==> config.mk <==
export PLATFORM = sky130hd
export DESIGN_NAME = dfa_token_scanner
export DESIGN_NICKNAME = d
export VERILOG_FILES = /design/src/dts_pkg.sv /design/src/dfa_token_scanner.sv /design/src/dts_core.sv
export SDC_FILE = /design/constraint.sdc
export NUM_CORES = 2
export LEC_CHECK = 0
export BUFFER_PORTS_ARGS = -buffer_cell sky130_fd_sc_hd__buf_2
export CORE_MARGIN = 2
export CORE_UTILIZATION = 60
export DETAILED_ROUTE_END_ITERATION = 8
export GPL_TIMING_DRIVEN = 0
export PLACE_DENSITY_LB_ADDON = 0.12
export SLEW_MARGIN = 10
export SYNTH_ARGS = -nofsm -noshare
export SYNTH_HDL_FRONTEND = slang
export SYNTH_SLANG_ARGS = --single-unit
==> constraint.sdc <==
create_clock -name clk -period 7.5 [get_ports clk]
set_input_delay 0.75 -clock clk [delete_from_list [all_inputs] [get_ports clk]]
set_output_delay 0.75 -clock clk [all_outputs]
set_load 0.02 [all_outputs]
==> src/dts_pkg.sv <==
// Shared types, token kinds and keyword table for the token scanner.
package dts_pkg;

    localparam int NKW = 28;

    // Token kinds
    localparam logic [5:0] K_SQL     = 6'd0;
    localparam logic [5:0] K_SQR     = 6'd1;
    localparam logic [5:0] K_COMMA   = 6'd2;
    localparam logic [5:0] K_SEM     = 6'd3;
    localparam logic [5:0] K_COLON   = 6'd4;
    localparam logic [5:0] K_DOT     = 6'd5;
    localparam logic [5:0] K_OP      = 6'd6;
    localparam logic [5:0] K_CL      = 6'd7;
    localparam logic [5:0] K_PLUS    = 6'd8;
    localparam logic [5:0] K_MINUS   = 6'd9;
    localparam logic [5:0] K_MUL     = 6'd10;
    localparam logic [5:0] K_DIV     = 6'd11;
    localparam logic [5:0] K_NOT     = 6'd12;
    localparam logic [5:0] K_GE      = 6'd13;
    localparam logic [5:0] K_GT      = 6'd14;
    localparam logic [5:0] K_OR      = 6'd15;
    localparam logic [5:0] K_NE      = 6'd16;
    localparam logic [5:0] K_EQ      = 6'd17;
    localparam logic [5:0] K_COMMENT = 6'd18;
    localparam logic [5:0] K_AND     = 6'd19;
    localparam logic [5:0] K_RUID    = 6'd20;
    localparam logic [5:0] K_FUNID   = 6'd21;
    localparam logic [5:0] K_LE      = 6'd22;
    localparam logic [5:0] K_LT      = 6'd23;
    localparam logic [5:0] K_ASSIGN  = 6'd24;
    localparam logic [5:0] K_FIELDID = 6'd25;
    localparam logic [5:0] K_ID      = 6'd26;
    localparam logic [5:0] K_NUM     = 6'd27;
    localparam logic [5:0] K_RNUM    = 6'd28;
    localparam logic [5:0] K_ERR     = 6'd29;
    localparam logic [5:0] K_KW0     = 6'd30;
    localparam logic [5:0] K_END     = 6'd58;

    // Configuration register indexes
    localparam logic REG_ID_MAX    = 1'b0;
    localparam logic REG_FUNID_MAX = 1'b1;

    // Keyword text, first character in the top byte, zero padded
    localparam logic [79:0] KW_TEXT [NKW] = '{
        {"call", 48'd0}, {"record", 32'd0}, {"endrecord", 8'd0}, {"else", 48'd0},
        {"parameters"}, {"with", 48'd0}, {"end", 56'd0}, {"while", 40'd0},
        {"union", 40'd0}, {"endunion", 16'd0}, {"as", 64'd0}, {"type", 48'd0},
        {"_main", 40'd0}, {"definetype"}, {"global", 32'd0}, {"parameter", 8'd0},
        {"list", 48'd0}, {"input", 40'd0}, {"output", 32'd0}, {"int", 56'd0},
        {"real", 48'd0}, {"endwhile", 16'd0}, {"if", 64'd0}, {"then", 48'd0},
        {"endif", 40'd0}, {"read", 48'd0}, {"write", 40'd0}, {"return", 32'd0}
    };

    localparam logic [3:0] KW_LEN [NKW] = '{
        4'd4, 4'd6, 4'd9, 4'd4, 4'd10, 4'd4, 4'd3, 4'd5, 4'd5, 4'd8, 4'd2, 4'd4, 4'd5, 4'd10,
        4'd6, 4'd9, 4'd4, 4'd5, 4'd6, 4'd3, 4'd4, 4'd8, 4'd2, 4'd4, 4'd5, 4'd4, 4'd5, 4'd6
    };

    localparam int KW_MAXLEN = 10;

    typedef struct packed {
        logic [5:0]  kind;
        logic [19:0] line;
        logic [23:0] start;
        logic [7:0]  length;
    } tok_t;

endpackage

==> src/dfa_token_scanner.sv <==
// Top level of the byte-stream token scanner.
// Timing: a byte is registered on acceptance and scanned in the next cycle; its tokens
//   are then written into the result queue, whose count register drives m_tvalid.
// Throughput: one byte per cycle. A byte gives 0 to 3 tokens; tokens leave one per
//   cycle while m_tready is high, through an 8-entry result queue, and s_tready drops
//   unless the queue has room for three tokens from the registered byte plus three
//   from a new one.
// Reset (rst_n low, async): scanner at start state, line 1, offset 0, queue empty,
//   id_max_len 20, funid_max_len 29.
module dfa_token_scanner #(
    parameter int LINE_BITS = 20
) (
    input  logic        clk,
    input  logic        rst_n,
    input  logic        s_tvalid,
    output logic        s_tready,
    input  logic [7:0]  s_tdata,    // [7:0] ch
    output logic        m_tvalid,
    input  logic        m_tready,
    output logic [63:0] m_tdata,    // [5:0] token_kind, [25:6] token_line,
                                    // [49:26] token_start, [57:50] token_length
    output logic        m_tlast,    // last_of_run
    input  logic        cfg_wr_en,
    input  logic        cfg_index,
    input  logic [5:0]  cfg_data
);
    import dts_pkg::*;

    localparam int DEPTH = 8;

    logic [5:0]  id_max_reg, funid_max_reg;
    logic        in_v_reg;
    logic [7:0]  ch_reg;
    tok_t [2:0]  toks;
    logic [1:0]  tok_cnt;

    // Result queue: token plus its end-of-run flag
    tok_t        q_tok [DEPTH];
    logic        q_last [DEPTH];
    logic [2:0]  wr_reg, rd_reg;
    logic [3:0]  cnt_reg, cnt_next;
    logic        pop, push;

    // Room for the item already registered plus the one being offered
    assign s_tready = ({1'b0, cnt_reg} + (in_v_reg ? 5'd3 : 5'd0) + 5'd3) <= 5'(DEPTH);
    assign push     = in_v_reg;
    assign pop      = m_tvalid && m_tready;
    assign m_tvalid = (cnt_reg != 4'd0);
    assign m_tdata  = {6'd0, q_tok[rd_reg].length, q_tok[rd_reg].start,
                       q_tok[rd_reg].line, q_tok[rd_reg].kind};
    assign m_tlast  = q_last[rd_reg];
    assign cnt_next = cnt_reg + (push ? {2'b0, tok_cnt} : 4'd0) - (pop ? 4'd1 : 4'd0);

    always_ff @(posedge clk or negedge rst_n)
    begin
        if (!rst_n)
        begin
            id_max_reg    <= 6'd20;
            funid_max_reg <= 6'd29;
        end
        else if (cfg_wr_en)
        begin
            unique case (cfg_index)
                REG_ID_MAX:    id_max_reg    <= cfg_data;
                REG_FUNID_MAX: funid_max_reg <= cfg_data;
                default: ;
            endcase
        end
    end

    // Input register
    always_ff @(posedge clk or negedge rst_n)
    begin
        if (!rst_n)
            in_v_reg <= 1'b0;
        else
            in_v_reg <= s_tvalid && s_tready;
    end

    always_ff @(posedge clk)
    begin
        if (s_tvalid && s_tready)
            ch_reg <= s_tdata;
    end

    dts_core #(
        .LINE_BITS (LINE_BITS)
    ) u_core (
        .clk           (clk),
        .rst_n         (rst_n),
        .go            (in_v_reg),
        .ch            (ch_reg),
        .id_max_len    (id_max_reg),
        .funid_max_len (funid_max_reg),
        .toks          (toks),
        .tok_cnt       (tok_cnt)
    );

    always_ff @(posedge clk or negedge rst_n)
    begin
        if (!rst_n)
        begin
            wr_reg  <= '0;
            rd_reg  <= '0;
            cnt_reg <= '0;
        end
        else
        begin
            cnt_reg <= cnt_next;
            if (pop)
                rd_reg <= rd_reg + 3'd1;
            if (push)
                wr_reg <= wr_reg + 3'(tok_cnt);
        end
    end

    // Up to three tokens land in consecutive slots; the last one closes the run
    always_ff @(posedge clk)
    begin
        if (push)
        begin
            for (int i = 0; i < 3; i++)
            begin
                if (2'(i) < tok_cnt)
                begin
                    q_tok[wr_reg + 3'(i)]  <= toks[i];
                    q_last[wr_reg + 3'(i)] <= (2'(i) == tok_cnt - 2'd1);
                end
            end
        end
    end

endmodule

==> src/dts_core.sv <==
// Scanner automaton: lexeme state and the per-byte token logic.
module dts_core #(
    parameter int LINE_BITS = 20
) (
    input  logic              clk,
    input  logic              rst_n,
    input  logic              go,
    input  logic [7:0]        ch,
    input  logic [5:0]        id_max_len,
    input  logic [5:0]        funid_max_len,
    output dts_pkg::tok_t [2:0] toks,
    output logic [1:0]        tok_cnt
);
    import dts_pkg::*;

    typedef enum logic [27:0] {
        ST_START  = 28'd1 << 0,  ST_GT     = 28'd1 << 1,  ST_AT1   = 28'd1 << 2,
        ST_AT2    = 28'd1 << 3,  ST_BANG   = 28'd1 << 4,  ST_EQ    = 28'd1 << 5,
        ST_CMT    = 28'd1 << 6,  ST_AMP1   = 28'd1 << 7,  ST_AMP2  = 28'd1 << 8,
        ST_HASH   = 28'd1 << 9,  ST_RUID   = 28'd1 << 10, ST_US    = 28'd1 << 11,
        ST_FUN    = 28'd1 << 12, ST_FUNDIG = 28'd1 << 13, ST_LESS  = 28'd1 << 14,
        ST_LDASH  = 28'd1 << 15, ST_LDASH2 = 28'd1 << 16, ST_BD    = 28'd1 << 17,
        ST_FIELD  = 28'd1 << 18, ST_IDL    = 28'd1 << 19, ST_IDD   = 28'd1 << 20,
        ST_INT    = 28'd1 << 21, ST_POINT  = 28'd1 << 22, ST_FR1   = 28'd1 << 23,
        ST_FR2    = 28'd1 << 24, ST_EXP    = 28'd1 << 25, ST_EXPS  = 28'd1 << 26,
        ST_EXPD   = 28'd1 << 27
    } state_t;

    localparam int LW = (LINE_BITS > 20) ? LINE_BITS : 20;

    state_t                 state_reg, state_next, bst;
    logic [LINE_BITS-1:0]   line_reg;
    logic [23:0]            pos_reg, lstart_reg;
    logic [7:0]             llen_reg, grown_len;
    logic [NKW-1:0]         kwhit_reg, kw_upd, kw_init;
    logic [LW-1:0]          line_ext;
    logic [19:0]            line_out;
    logic [23:0]            held, la, lb, sb;
    logic [5:0]             ka, kb, kc, kw_kind, fun_kind, id_kind;
    logic                   va, vb, vc, a_grown, rescan, grow, begin_lex, line_inc, kw_found;
    logic [7:0]             lc;

    function automatic logic [7:0] sat8(input logic [23:0] v);
        return (v > 24'd255) ? 8'd255 : v[7:0];
    endfunction

    function automatic logic is_dig(input logic [7:0] c);
        return c >= "0" && c <= "9";
    endfunction
    function automatic logic is_low(input logic [7:0] c);
        return c >= "a" && c <= "z";
    endfunction
    function automatic logic is_alp(input logic [7:0] c);
        return is_low(c) || (c >= "A" && c <= "Z");
    endfunction
    function automatic logic is_bd(input logic [7:0] c);
        return c >= "b" && c <= "d";
    endfunction
    function automatic logic is_27(input logic [7:0] c);
        return c >= "2" && c <= "7";
    endfunction

    assign line_ext  = LW'(line_reg);
    assign line_out  = (line_ext > LW'(20'hFFFFF)) ? 20'hFFFFF : line_ext[19:0];
    assign grown_len = (llen_reg == 8'd255) ? llen_reg : llen_reg + 8'd1;
    assign held      = pos_reg - 24'd1;

    // Keyword tracking: a hit bit stays set while the lexeme prefix matches.
    always_comb
    begin
        kw_found = 1'b0;
        kw_kind  = K_KW0;
        for (int k = 0; k < NKW; k++)
        begin
            kw_init[k] = (ch == KW_TEXT[k][79 -: 8]);
            kw_upd[k]  = kwhit_reg[k];
            for (int p = 0; p < KW_MAXLEN; p++)
            begin
                if (llen_reg == 8'(p) && 4'(p) < KW_LEN[k])
                    kw_upd[k] = kwhit_reg[k] && (ch == KW_TEXT[k][79 - 8*p -: 8]);
            end
            if (kwhit_reg[k] && llen_reg == {4'd0, KW_LEN[k]})
            begin
                kw_found = 1'b1;
                kw_kind  = K_KW0 + 6'(k);
            end
        end
    end

    assign fun_kind = kw_found ? kw_kind
                    : ({2'b0, llen_reg} <= {4'b0, funid_max_len} ? K_FUNID : K_ERR);
    assign id_kind  = ({2'b0, llen_reg} > {4'b0, id_max_len}) ? K_ERR : K_ID;

    always_comb
    begin
        state_next = state_reg;
        rescan     = 1'b0;
        va = 1'b0; vb = 1'b0; vc = 1'b0;
        ka = K_ERR; kb = K_ERR; kc = K_ERR;
        a_grown = 1'b0;
        sb = held; lb = 24'd1; lc = 8'd1;
        grow = 1'b0; begin_lex = 1'b0; line_inc = 1'b0;
        bst = ST_START;

        // Continue a pending lexeme
        unique case (state_reg)
            ST_START: rescan = 1'b1;
            ST_GT:
                if (ch == "=") begin va = 1'b1; ka = K_GE; a_grown = 1'b1; grow = 1'b1; end
                else begin va = 1'b1; ka = K_GT; rescan = 1'b1; end
            ST_AT1:
                if (ch == "@") begin grow = 1'b1; state_next = ST_AT2; end
                else begin va = 1'b1; rescan = 1'b1; end
            ST_AT2:
                if (ch == "@") begin va = 1'b1; ka = K_OR; a_grown = 1'b1; grow = 1'b1; end
                else begin va = 1'b1; rescan = 1'b1; end
            ST_BANG:
                if (ch == "=") begin va = 1'b1; ka = K_NE; a_grown = 1'b1; grow = 1'b1; end
                else begin va = 1'b1; rescan = 1'b1; end
            ST_EQ:
                if (ch == "=") begin va = 1'b1; ka = K_EQ; a_grown = 1'b1; grow = 1'b1; end
                else begin va = 1'b1; rescan = 1'b1; end
            ST_CMT:
                if (ch == 8'h0A) begin va = 1'b1; ka = K_COMMENT; line_inc = 1'b1; end
                else if (ch == 8'h00) begin va = 1'b1; ka = K_COMMENT; rescan = 1'b1; end
                else grow = 1'b1;
            ST_AMP1:
                if (ch == "&") begin grow = 1'b1; state_next = ST_AMP2; end
                else begin va = 1'b1; rescan = 1'b1; end
            ST_AMP2:
                if (ch == "&") begin va = 1'b1; ka = K_AND; a_grown = 1'b1; grow = 1'b1; end
                else begin va = 1'b1; rescan = 1'b1; end
            ST_HASH:
                if (is_low(ch)) begin grow = 1'b1; state_next = ST_RUID; end
                else begin va = 1'b1; rescan = 1'b1; end
            ST_RUID:
                if (is_low(ch)) grow = 1'b1;
                else begin va = 1'b1; ka = K_RUID; rescan = 1'b1; end
            ST_US:
                if (is_alp(ch)) begin grow = 1'b1; state_next = ST_FUN; end
                else begin va = 1'b1; rescan = 1'b1; end
            ST_FUN:
                if (is_alp(ch)) grow = 1'b1;
                else if (is_dig(ch)) begin grow = 1'b1; state_next = ST_FUNDIG; end
                else begin va = 1'b1; ka = fun_kind; rescan = 1'b1; end
            ST_FUNDIG:
                if (is_dig(ch)) grow = 1'b1;
                else begin va = 1'b1; ka = fun_kind; rescan = 1'b1; end
            ST_LESS:
                if (ch == "=") begin va = 1'b1; ka = K_LE; a_grown = 1'b1; grow = 1'b1; end
                else if (ch == "-") begin grow = 1'b1; state_next = ST_LDASH; end
                else begin va = 1'b1; ka = K_LT; rescan = 1'b1; end
            ST_LDASH:
                if (ch == "-") begin grow = 1'b1; state_next = ST_LDASH2; end
                else
                begin
                    // "<-x": a less-than and a minus, then x from the start
                    va = 1'b1; ka = K_LT; vb = 1'b1; kb = K_MINUS; rescan = 1'b1;
                end
            ST_LDASH2:
                if (ch == "-") begin va = 1'b1; ka = K_ASSIGN; a_grown = 1'b1; grow = 1'b1; end
                else begin va = 1'b1; rescan = 1'b1; end
            ST_BD:
                if (is_low(ch)) begin grow = 1'b1; state_next = ST_FIELD; end
                else if (is_27(ch)) begin grow = 1'b1; state_next = ST_IDL; end
                else begin va = 1'b1; ka = kw_found ? kw_kind : K_FIELDID; rescan = 1'b1; end
            ST_FIELD:
                if (is_low(ch)) grow = 1'b1;
                else begin va = 1'b1; ka = kw_found ? kw_kind : K_FIELDID; rescan = 1'b1; end
            ST_IDL:
                if (is_bd(ch)) grow = 1'b1;
                else if (is_27(ch)) begin grow = 1'b1; state_next = ST_IDD; end
                else begin va = 1'b1; ka = id_kind; rescan = 1'b1; end
            ST_IDD:
                if (is_27(ch)) grow = 1'b1;
                else begin va = 1'b1; ka = id_kind; rescan = 1'b1; end
            ST_INT:
                if (is_dig(ch)) grow = 1'b1;
                else if (ch == ".") begin grow = 1'b1; state_next = ST_POINT; end
                else begin va = 1'b1; ka = K_NUM; rescan = 1'b1; end
            ST_POINT:
                if (is_dig(ch)) begin grow = 1'b1; state_next = ST_FR1; end
                else
                begin
                    // "12.x": integer, dot, then x from the start
                    va = 1'b1; ka = K_NUM; vb = 1'b1; kb = K_DOT; rescan = 1'b1;
                end
            ST_FR1:
                if (is_dig(ch)) begin grow = 1'b1; state_next = ST_FR2; end
                else begin va = 1'b1; rescan = 1'b1; end
            ST_FR2:
                if (ch == "E") begin grow = 1'b1; state_next = ST_EXP; end
                else begin va = 1'b1; ka = K_RNUM; rescan = 1'b1; end
            ST_EXP:
                if (ch == "+" || ch == "-") begin grow = 1'b1; state_next = ST_EXPS; end
                else if (is_dig(ch)) begin grow = 1'b1; state_next = ST_EXPD; end
                else begin va = 1'b1; rescan = 1'b1; end
            ST_EXPS:
                if (is_dig(ch)) begin grow = 1'b1; state_next = ST_EXPD; end
                else begin va = 1'b1; rescan = 1'b1; end
            ST_EXPD:
                if (is_dig(ch)) begin va = 1'b1; ka = K_RNUM; a_grown = 1'b1; grow = 1'b1; end
                else begin va = 1'b1; rescan = 1'b1; end
            default: rescan = 1'b1;
        endcase

        if (va)
            state_next = ST_START;
        if (rescan)
            state_next = ST_START;

        // Lengths of the lexeme tokens
        la = a_grown ? {16'd0, grown_len} : {16'd0, llen_reg};
        if (state_reg == ST_LDASH)
            la = 24'd1;
        if (state_reg == ST_POINT)
            la = held - lstart_reg;

        // Byte seen from the start state
        if (rescan)
        begin
            case (ch)
                8'h00: begin vc = 1'b1; kc = K_END; lc = 8'd0; end
                8'h0A: line_inc = 1'b1;
                8'h09, 8'h20: ;
                "[": begin vc = 1'b1; kc = K_SQL; end
                "]": begin vc = 1'b1; kc = K_SQR; end
                ",": begin vc = 1'b1; kc = K_COMMA; end
                ";": begin vc = 1'b1; kc = K_SEM; end
                ":": begin vc = 1'b1; kc = K_COLON; end
                ".": begin vc = 1'b1; kc = K_DOT; end
                "(": begin vc = 1'b1; kc = K_OP; end
                ")": begin vc = 1'b1; kc = K_CL; end
                "+": begin vc = 1'b1; kc = K_PLUS; end
                "-": begin vc = 1'b1; kc = K_MINUS; end
                "*": begin vc = 1'b1; kc = K_MUL; end
                "/": begin vc = 1'b1; kc = K_DIV; end
                "~": begin vc = 1'b1; kc = K_NOT; end
                ">": begin begin_lex = 1'b1; bst = ST_GT; end
                "@": begin begin_lex = 1'b1; bst = ST_AT1; end
                "!": begin begin_lex = 1'b1; bst = ST_BANG; end
                "=": begin begin_lex = 1'b1; bst = ST_EQ; end
                "%": begin begin_lex = 1'b1; bst = ST_CMT; end
                "&": begin begin_lex = 1'b1; bst = ST_AMP1; end
                "#": begin begin_lex = 1'b1; bst = ST_HASH; end
                "_": begin begin_lex = 1'b1; bst = ST_US; end
                "<": begin begin_lex = 1'b1; bst = ST_LESS; end
                default:
                    if (is_dig(ch)) begin begin_lex = 1'b1; bst = ST_INT; end
                    else if (is_bd(ch)) begin begin_lex = 1'b1; bst = ST_BD; end
                    else if (is_low(ch)) begin begin_lex = 1'b1; bst = ST_FIELD; end
                    else begin vc = 1'b1; kc = K_ERR; end
            endcase
            if (begin_lex)
                state_next = bst;
        end
    end

    // Compact the tokens in order; vb only ever comes with va
    always_comb
    begin
        toks[2] = '{kind: kc, line: line_out, start: pos_reg, length: lc};
        toks[1] = vb ? '{kind: kb, line: line_out, start: sb, length: sat8(lb)} : toks[2];
        toks[0] = va ? '{kind: ka, line: line_out, start: lstart_reg, length: sat8(la)}
                     : toks[2];
        tok_cnt = 2'(va) + 2'(vb) + 2'(vc);
    end

    always_ff @(posedge clk or negedge rst_n)
    begin
        if (!rst_n)
        begin
            state_reg  <= ST_START;
            line_reg   <= LINE_BITS'(1);
            pos_reg    <= '0;
            lstart_reg <= '0;
            llen_reg   <= '0;
            kwhit_reg  <= '0;
        end
        else if (go)
        begin
            state_reg <= state_next;
            pos_reg   <= pos_reg + 24'd1;
            if (line_inc && line_reg != '1)
                line_reg <= line_reg + LINE_BITS'(1);
            if (begin_lex)
            begin
                lstart_reg <= pos_reg;
                llen_reg   <= 8'd1;
                kwhit_reg  <= kw_init;
            end
            else if (grow)
            begin
                llen_reg  <= grown_len;
                kwhit_reg <= kw_upd;
            end
        end
    end

endmodule

**Word level (Yosys, flattened, before mapping)**

Memory sizes are Yosys's and may differ from the RTL's.
Cells that the tools add are included.

- Register bits: 163
- RAM bits: 472
- Input bits: 20
- Logic and storage cells: 698
- Memories kept: 2

Memory list:

| memory | words | width | rd ports | clocked after Yosys merged registers in | wr ports | RTL line | text |
|---|---|---|---|---|---|---|---|
| q_tok | 8 | 58 | 1 | 0 | 3 | dfa_token_scanner.sv:38 | `tok_t q_tok [DEPTH];` |
| q_last | 8 | 1 | 1 | 0 | 3 | dfa_token_scanner.sv:39 | `logic q_last [DEPTH];` |

- Add/sub/neg operators: 16
- Order comparisons: 18
- Eq/ne operators: 87
- Multiplexer cells: 349
- Bitwise gates (word level): 1
- Reduce and logical (&&, ||, !) cells: 205

Operator list:

| kind | count |
|---|---|
| 28-bit 2-to-1 mux | 28 |
| 28-bit one-hot mux with 15 select lines | 1 |
| 28-bit one-hot mux with 10 select lines | 1 |
| 1-bit 2-to-1 mux | 241 |
| 6-bit 2-to-1 mux | 39 |
| 8-bit by 7-bit equality test with 1-bit output, second input constant | 26 |
| 1-bit logical AND | 164 |
| 8-bit by 6-bit equality test with 1-bit output, second input constant | 18 |
| 6-bit one-hot mux with 20 select lines | 1 |
| 58-bit 2-to-1 mux | 2 |
| 6-bit one-hot mux with 14 select lines | 1 |
| 24-bit 2-to-1 mux | 2 |
| 8-bit 2-to-1 mux | 6 |
| 1-bit one-hot mux with 16 select lines | 3 |
| 8-bit by 4-bit equality test with 1-bit output, second input constant | 5 |
| 8-bit by 3-bit equality test with 1-bit output, second input constant | 4 |
| 28-bit by 10-bit equality test with 1-bit output, second input constant | 1 |
| 28-bit by 11-bit equality test with 1-bit output, second input constant | 1 |
| 28-bit by 12-bit equality test with 1-bit output, second input constant | 1 |
| 28-bit by 13-bit equality test with 1-bit output, second input constant | 1 |
| 28-bit by 14-bit equality test with 1-bit output, second input constant | 1 |
| 28-bit by 15-bit equality test with 1-bit output, second input constant | 1 |
| 28-bit by 16-bit equality test with 1-bit output, second input constant | 1 |
| 28-bit by 17-bit equality test with 1-bit output, second input constant | 1 |
| other kinds (84) | 126 |

**Longest topological paths before layout**

- Word-level depth: 35
- Gate-level depth with buffers: 21
- Depth with buffers taken out: 18

**Cells and area by module**

Synthesis repeated with hierarchy kept, for this count alone.

- Cell total of the unflattened synthesis: 5168
- Area total of the unflattened synthesis: 45837.7 um^2

Modules (own cells, without submodules):

| module | times used | cells an instance | area each (um^2) | sequential area each (um^2) |
|---|---|---|---|---|
| dfa_token_scanner | 1 | 3207 | 31422.6 | 14996.9 |
| dts_core | 1 | 1961 | 14415.1 | 3305.7 |

**Worst setup path before layout**

No wires, ideal clock.

- Kind: register -> register
- Start: register u_core.state_reg[2]
- End: memory q_last[5], enable pin
- Setup time: 0.434 ns
- Arrival: 5.343 ns
- Slack: 1.724 ns
- Cell stages (with the launch flop): 16
- Buffers on the path: 3
- Period minus slack after synthesis: 5.776 ns
- Cell sequence: dfrtp_1 buf_2 nor2_1 nand4_4 clkbuf_1 or4_1 nor2_1 o21ai_0 nand4_1 nor2_1 fa_1 or3_1 nor3_1 nor3_1 inv_1 clkbuf_1

RTL lines:

| what | RTL line | text |
|---|---|---|
| start, declared | dts_core.sv:31 | `state_t state_reg, state_next, bst;` |
| start signal, assigned | dts_core.sv:282 | `state_reg <= state_next;` |
| end, declared | dfa_token_scanner.sv:39 |  |

==> flow_metrics.py <==
metrics = {
    "finish": {
        "final_area_sq_um": 42900,
        "drive_gt1_share_pct": 14.9,
        "final_core_utilization_pct": 67.7,
        "syn2layout_area_growth_pct": 11.1,
        "layout.area.seq_sq_um": 17700,
        "largest_register_ffs": 464,
        "finish.net_count": 4024,
        "number_of_diodes_added_for_antenna_fixing": 0,
        "fillcell_total": 4993,
        "multi_input_comb_area_sq_um": 19300,
    },
    "synthesis": {
        "synth_area_leaders": "edfxtp_1, dfrtp_1, mux4_2",
        "ys_types": 116,
        "netlist_instances": 3769,
        "synth_adder_area_share_pct": 2.04,
        "synth.cell_area_sq_um": 38600,
        "postSynthAreaPerCell_sq_um": 10.2,
        "yosys.area.top_type": "edfxtp_1",
        "synth_top_family_by_area": "simple AND/OR/NAND/NOR gates",
        "yosysWarnings": 0,
        "synth_common_cells": "nand2_1, edfxtp_1, nor2_1",
        "synth_edf_count": 424,
        "synth.area.mux_share_pct": 9.42,
        "postSynth.asyncResetShare_pct": 24.4,
        "share_of_the_synthesized_area_in_compound_gates_ao_oa_aoi_oai_pct": 17.4,
        "synthXorXnorAreaFrac_pct": 2.43,
        "postSynthRegisterBits": 635,
        "ys.flop_type": "edfxtp_1",
        "synth_seq_area_share_pct": 46.0,
        "synth_top_area_share_pct": 33.0,
        "synthSimpleGateAreaFrac_pct": 18.3,
        "top_count_cell_post_synth": "nand2_1",
    },
    "global_route": {
        "grt_antenna_before_repair": 5,
        "grt_start_max_net_pins": 79,
        "gr-usage-all-layers_pct": 44.6,
        "overflow": 0,
        "grt_pass1_vias": 33200,
        "grt_first_pass_wirelength_mm": 219,
    },
    "power": {
        "leakage_uw": 0.0151,
        "power.ir.vdd_worst_uv": 248,
        "power_frac_clock_pct": 24.8,
        "pwr_density_cell_nw_per_um2": 334,
        "seq_power_share_pct": 30.0,
        "power.share.switching_pct": 42.0,
        "comb_power_share_pct": 45.2,
        "intPower_uw": 8310,
        "p_sw_uw": 6010,
    },
    "cts": {
        "cts.path.max_buffers": 3,
        "tritoncts_clock_tree": "built",
        "worstSkewPairLatency_ns": 0.63,
        "cts_num_sinks": 635,
        "cts_htree_levels": 3,
        "reg_clk_slew_reported_paths_ns": 0.06,
        "clockRootBuffer": "clkbuf_16",
        "cts_made_buffers": 72,
    },
    "sta": {
        "timing.final.max_slew_violations": 0,
        "slew_headroom_pct": 8.01,
        "setup-tns-final_ns": 0,
        "grt_setup_unrepaired": "no",
        "worst_clock_skew_ns": 0.0225,
        "tightest_slew_ns": 1.38,
        "timing_hold_violations_final": 0,
        "fmax_mhz": 135,
        "setup_viol": 0,
        "final.period_utilization_pct": 99.0,
        "period_minus_slack_ns": 7.43,
    },
    "place": {
        "post_dp_cell_area_sq_um": 40400,
        "dp_hpwl_mm": 106,
        "final_replace_weighted_congestion": 1.05,
        "buffer_ports.inserted": 80,
    },
    "floorplanning": {
        "starting_density_pct": 61.0,
        "placement_rows": 92,
        "die_h_um": 258,
        "floorplan.die.width_um": 258,
        "floorplan.die_area_sq_um": 66400,
        "floorplan.core_area_sq_um": 63300,
        "boundaryPins": 87,
    },
    "route": {
        "wire_per_inst_um": 31.1,
        "drt-vias-per-instance": 7.31,
        "drtAntennaViolNets": 0,
        "drt_first_iter_violations": 6047,
        "detail_route.wirelength_mm": 151,
        "drt_drc": 0,
        "overall_via_count_from_detail_route": 35400,
        "length_of_the_first_detailed_routing_pass_in_iterations": 7,
    },
    "critical_path": {
        "critPathRequiredTime_ns": 7.80,
        "crit_type": "reg2reg",
        "cp-end-kind": "flip-flop",
        "critical_path.startpoint_type": "flip-flop",
        "cp_max_fo": 28,
        "worst_ep_arrival_time_ns": 7.73,
    },
    "run": {
        "cap_viol_max_count": 0,
    },
    "run_status": {
        "status": "complete, no violations",
    },
    "worst_hold_path": {
        "timing.hold.worst.class": "in2async",
    },
}
## worst max-delay path: stages (launching register included)
cell	delay, ns
edfxtp_1	0.35
buf_2	0.18
nor4b_2	0.64
nand4_1	0.40
a21o_1	0.29
a2111oi_2	0.66
or2_1	0.33
o2111ai_1	0.30
nand2_1	0.34
fa_1	0.57
inv_1	0.21
nand2_1	0.22
nand2_1	0.19
nand2b_1	0.13
nor2_1	0.65
nor3_2	0.21
clkbuf_1	0.49
inv_4	0.57
buf_12	0.32
## per-layer routing
metal / vias to the layer above / track usage [%] / share of wire, %
li1: 14700 / - / -
met1: 16900 / 58.9 / 36
met2: 3013 / 65.5 / 43
met3: 756 / 11.9 / 14
met4: 4 / 28.8 / 8.3
met5: - / 0 / 0.015
## cell usage in the layout, fill, tap and decap left out, drive strengths merged, types with 14 or more instances in the layout
cell type,netlist,layout
dfxtp,56,56
mux2,74,74
nor2,230,230
a211oi,25,25
and2,32,32
a21o,18,18
dfrtp,147,147
buf,93,187
o21ai,245,245
a31oi,29,29
nor2b,159,159
inv,107,113
o221ai,201,201
clkbuf,227,325
o211ai,30,30
o31ai,31,31
nand2,492,492
o22ai,48,48
nor3,81,81
nand2b,17,17
clkinv,1,25
nor4,51,51
ha,55,55
mux2i,14,14
xnor2,70,70
mux4,118,118
nand3,99,99
a21oi,171,171
and4,16,16
nand4,53,53
nor4b,17,17
and3,36,36
edfxtp,424,424
xor2,37,37
or3,21,21
nand4b,15,15
## metrics by stage
step | worst slack [ns] | hold WS (ns) | total power [uW] | std cells
after CTS | 0.0382 | 0.139 | 14000 | 4846
after global routing | 0.0169 | 0.165 | 14800 | 4848
after global placement | -2.18 | 0.428 | 10500 | 4700
after floorplan | 1.72 | 0.420 | 8440 | 3774
after detailed placement | -0.308 | 0.437 | 10500 | 4715
final | 0.0732 | 0.115 | 14300 | 4848
## power by group through the flow
stage                     Clock, uW  Sequential [uW]  Combinational, uW
after detailed placement          0             4360               6180
final                          3550             4300               6470
after global placement            0             4370               6080
after global routing           3660             4320               6770
after floorplan                   0             4310               4130
after CTS                      3530             4290               6220
## area by class of cell
class	instances	share of cell area, %
Buffer	319	3.06
Clock buffer	96	4.79
Clock inverter	36	0.712
Inverter	108	0.993
Multi-Input combinational cell	2711	45.0
Sequential cell	635	41.4
Tap cell	846	2.47
Timing Repair Buffer	97	1.62
## what timing repair did
item	4_1_cts	5_1_grt
pin swaps	0	1
buffers inserted	0	2
setup endpoints to repair	113	266
hold buffers	0	0
resized for setup	4	15
## kinds of logic after synthesis
logic type                 after synthesis
and+or+nand+nor                       1372
AOI/OAI and AO/OA                      960
DFF                                    635
buffers and inverters                  428
muxes                                  206
xor gates and xnor gates               107
adders and majority gates               60
other                                    1
## final timing paths
path                       cells past startpoint                                to                      from  slack (ns)
setup / recovery                              18            q_tok[2][14]$_DFFE_PP_       ch_reg[4]$_DFFE_PP_        0.07
hold / removal                                 1  u_core.kwhit_reg[12]$_DFFE_PN0P_                     rst_n        0.12
setup reg to reg                              18            q_tok[2][14]$_DFFE_PP_       ch_reg[4]$_DFFE_PP_        0.07
hold reg to reg                                2          q_tok[5][7]$_SDFFE_PP0P_  q_tok[5][7]$_SDFFE_PP0P_        0.45
max in group asynchronous                      2  u_core.lstart_reg[8]$_DFFE_PN0P_                     rst_n        6.47
min in group clk                               1               ch_reg[3]$_DFFE_PP_                s_tdata[3]        0.29
Power figures use the tool's default switching activity.
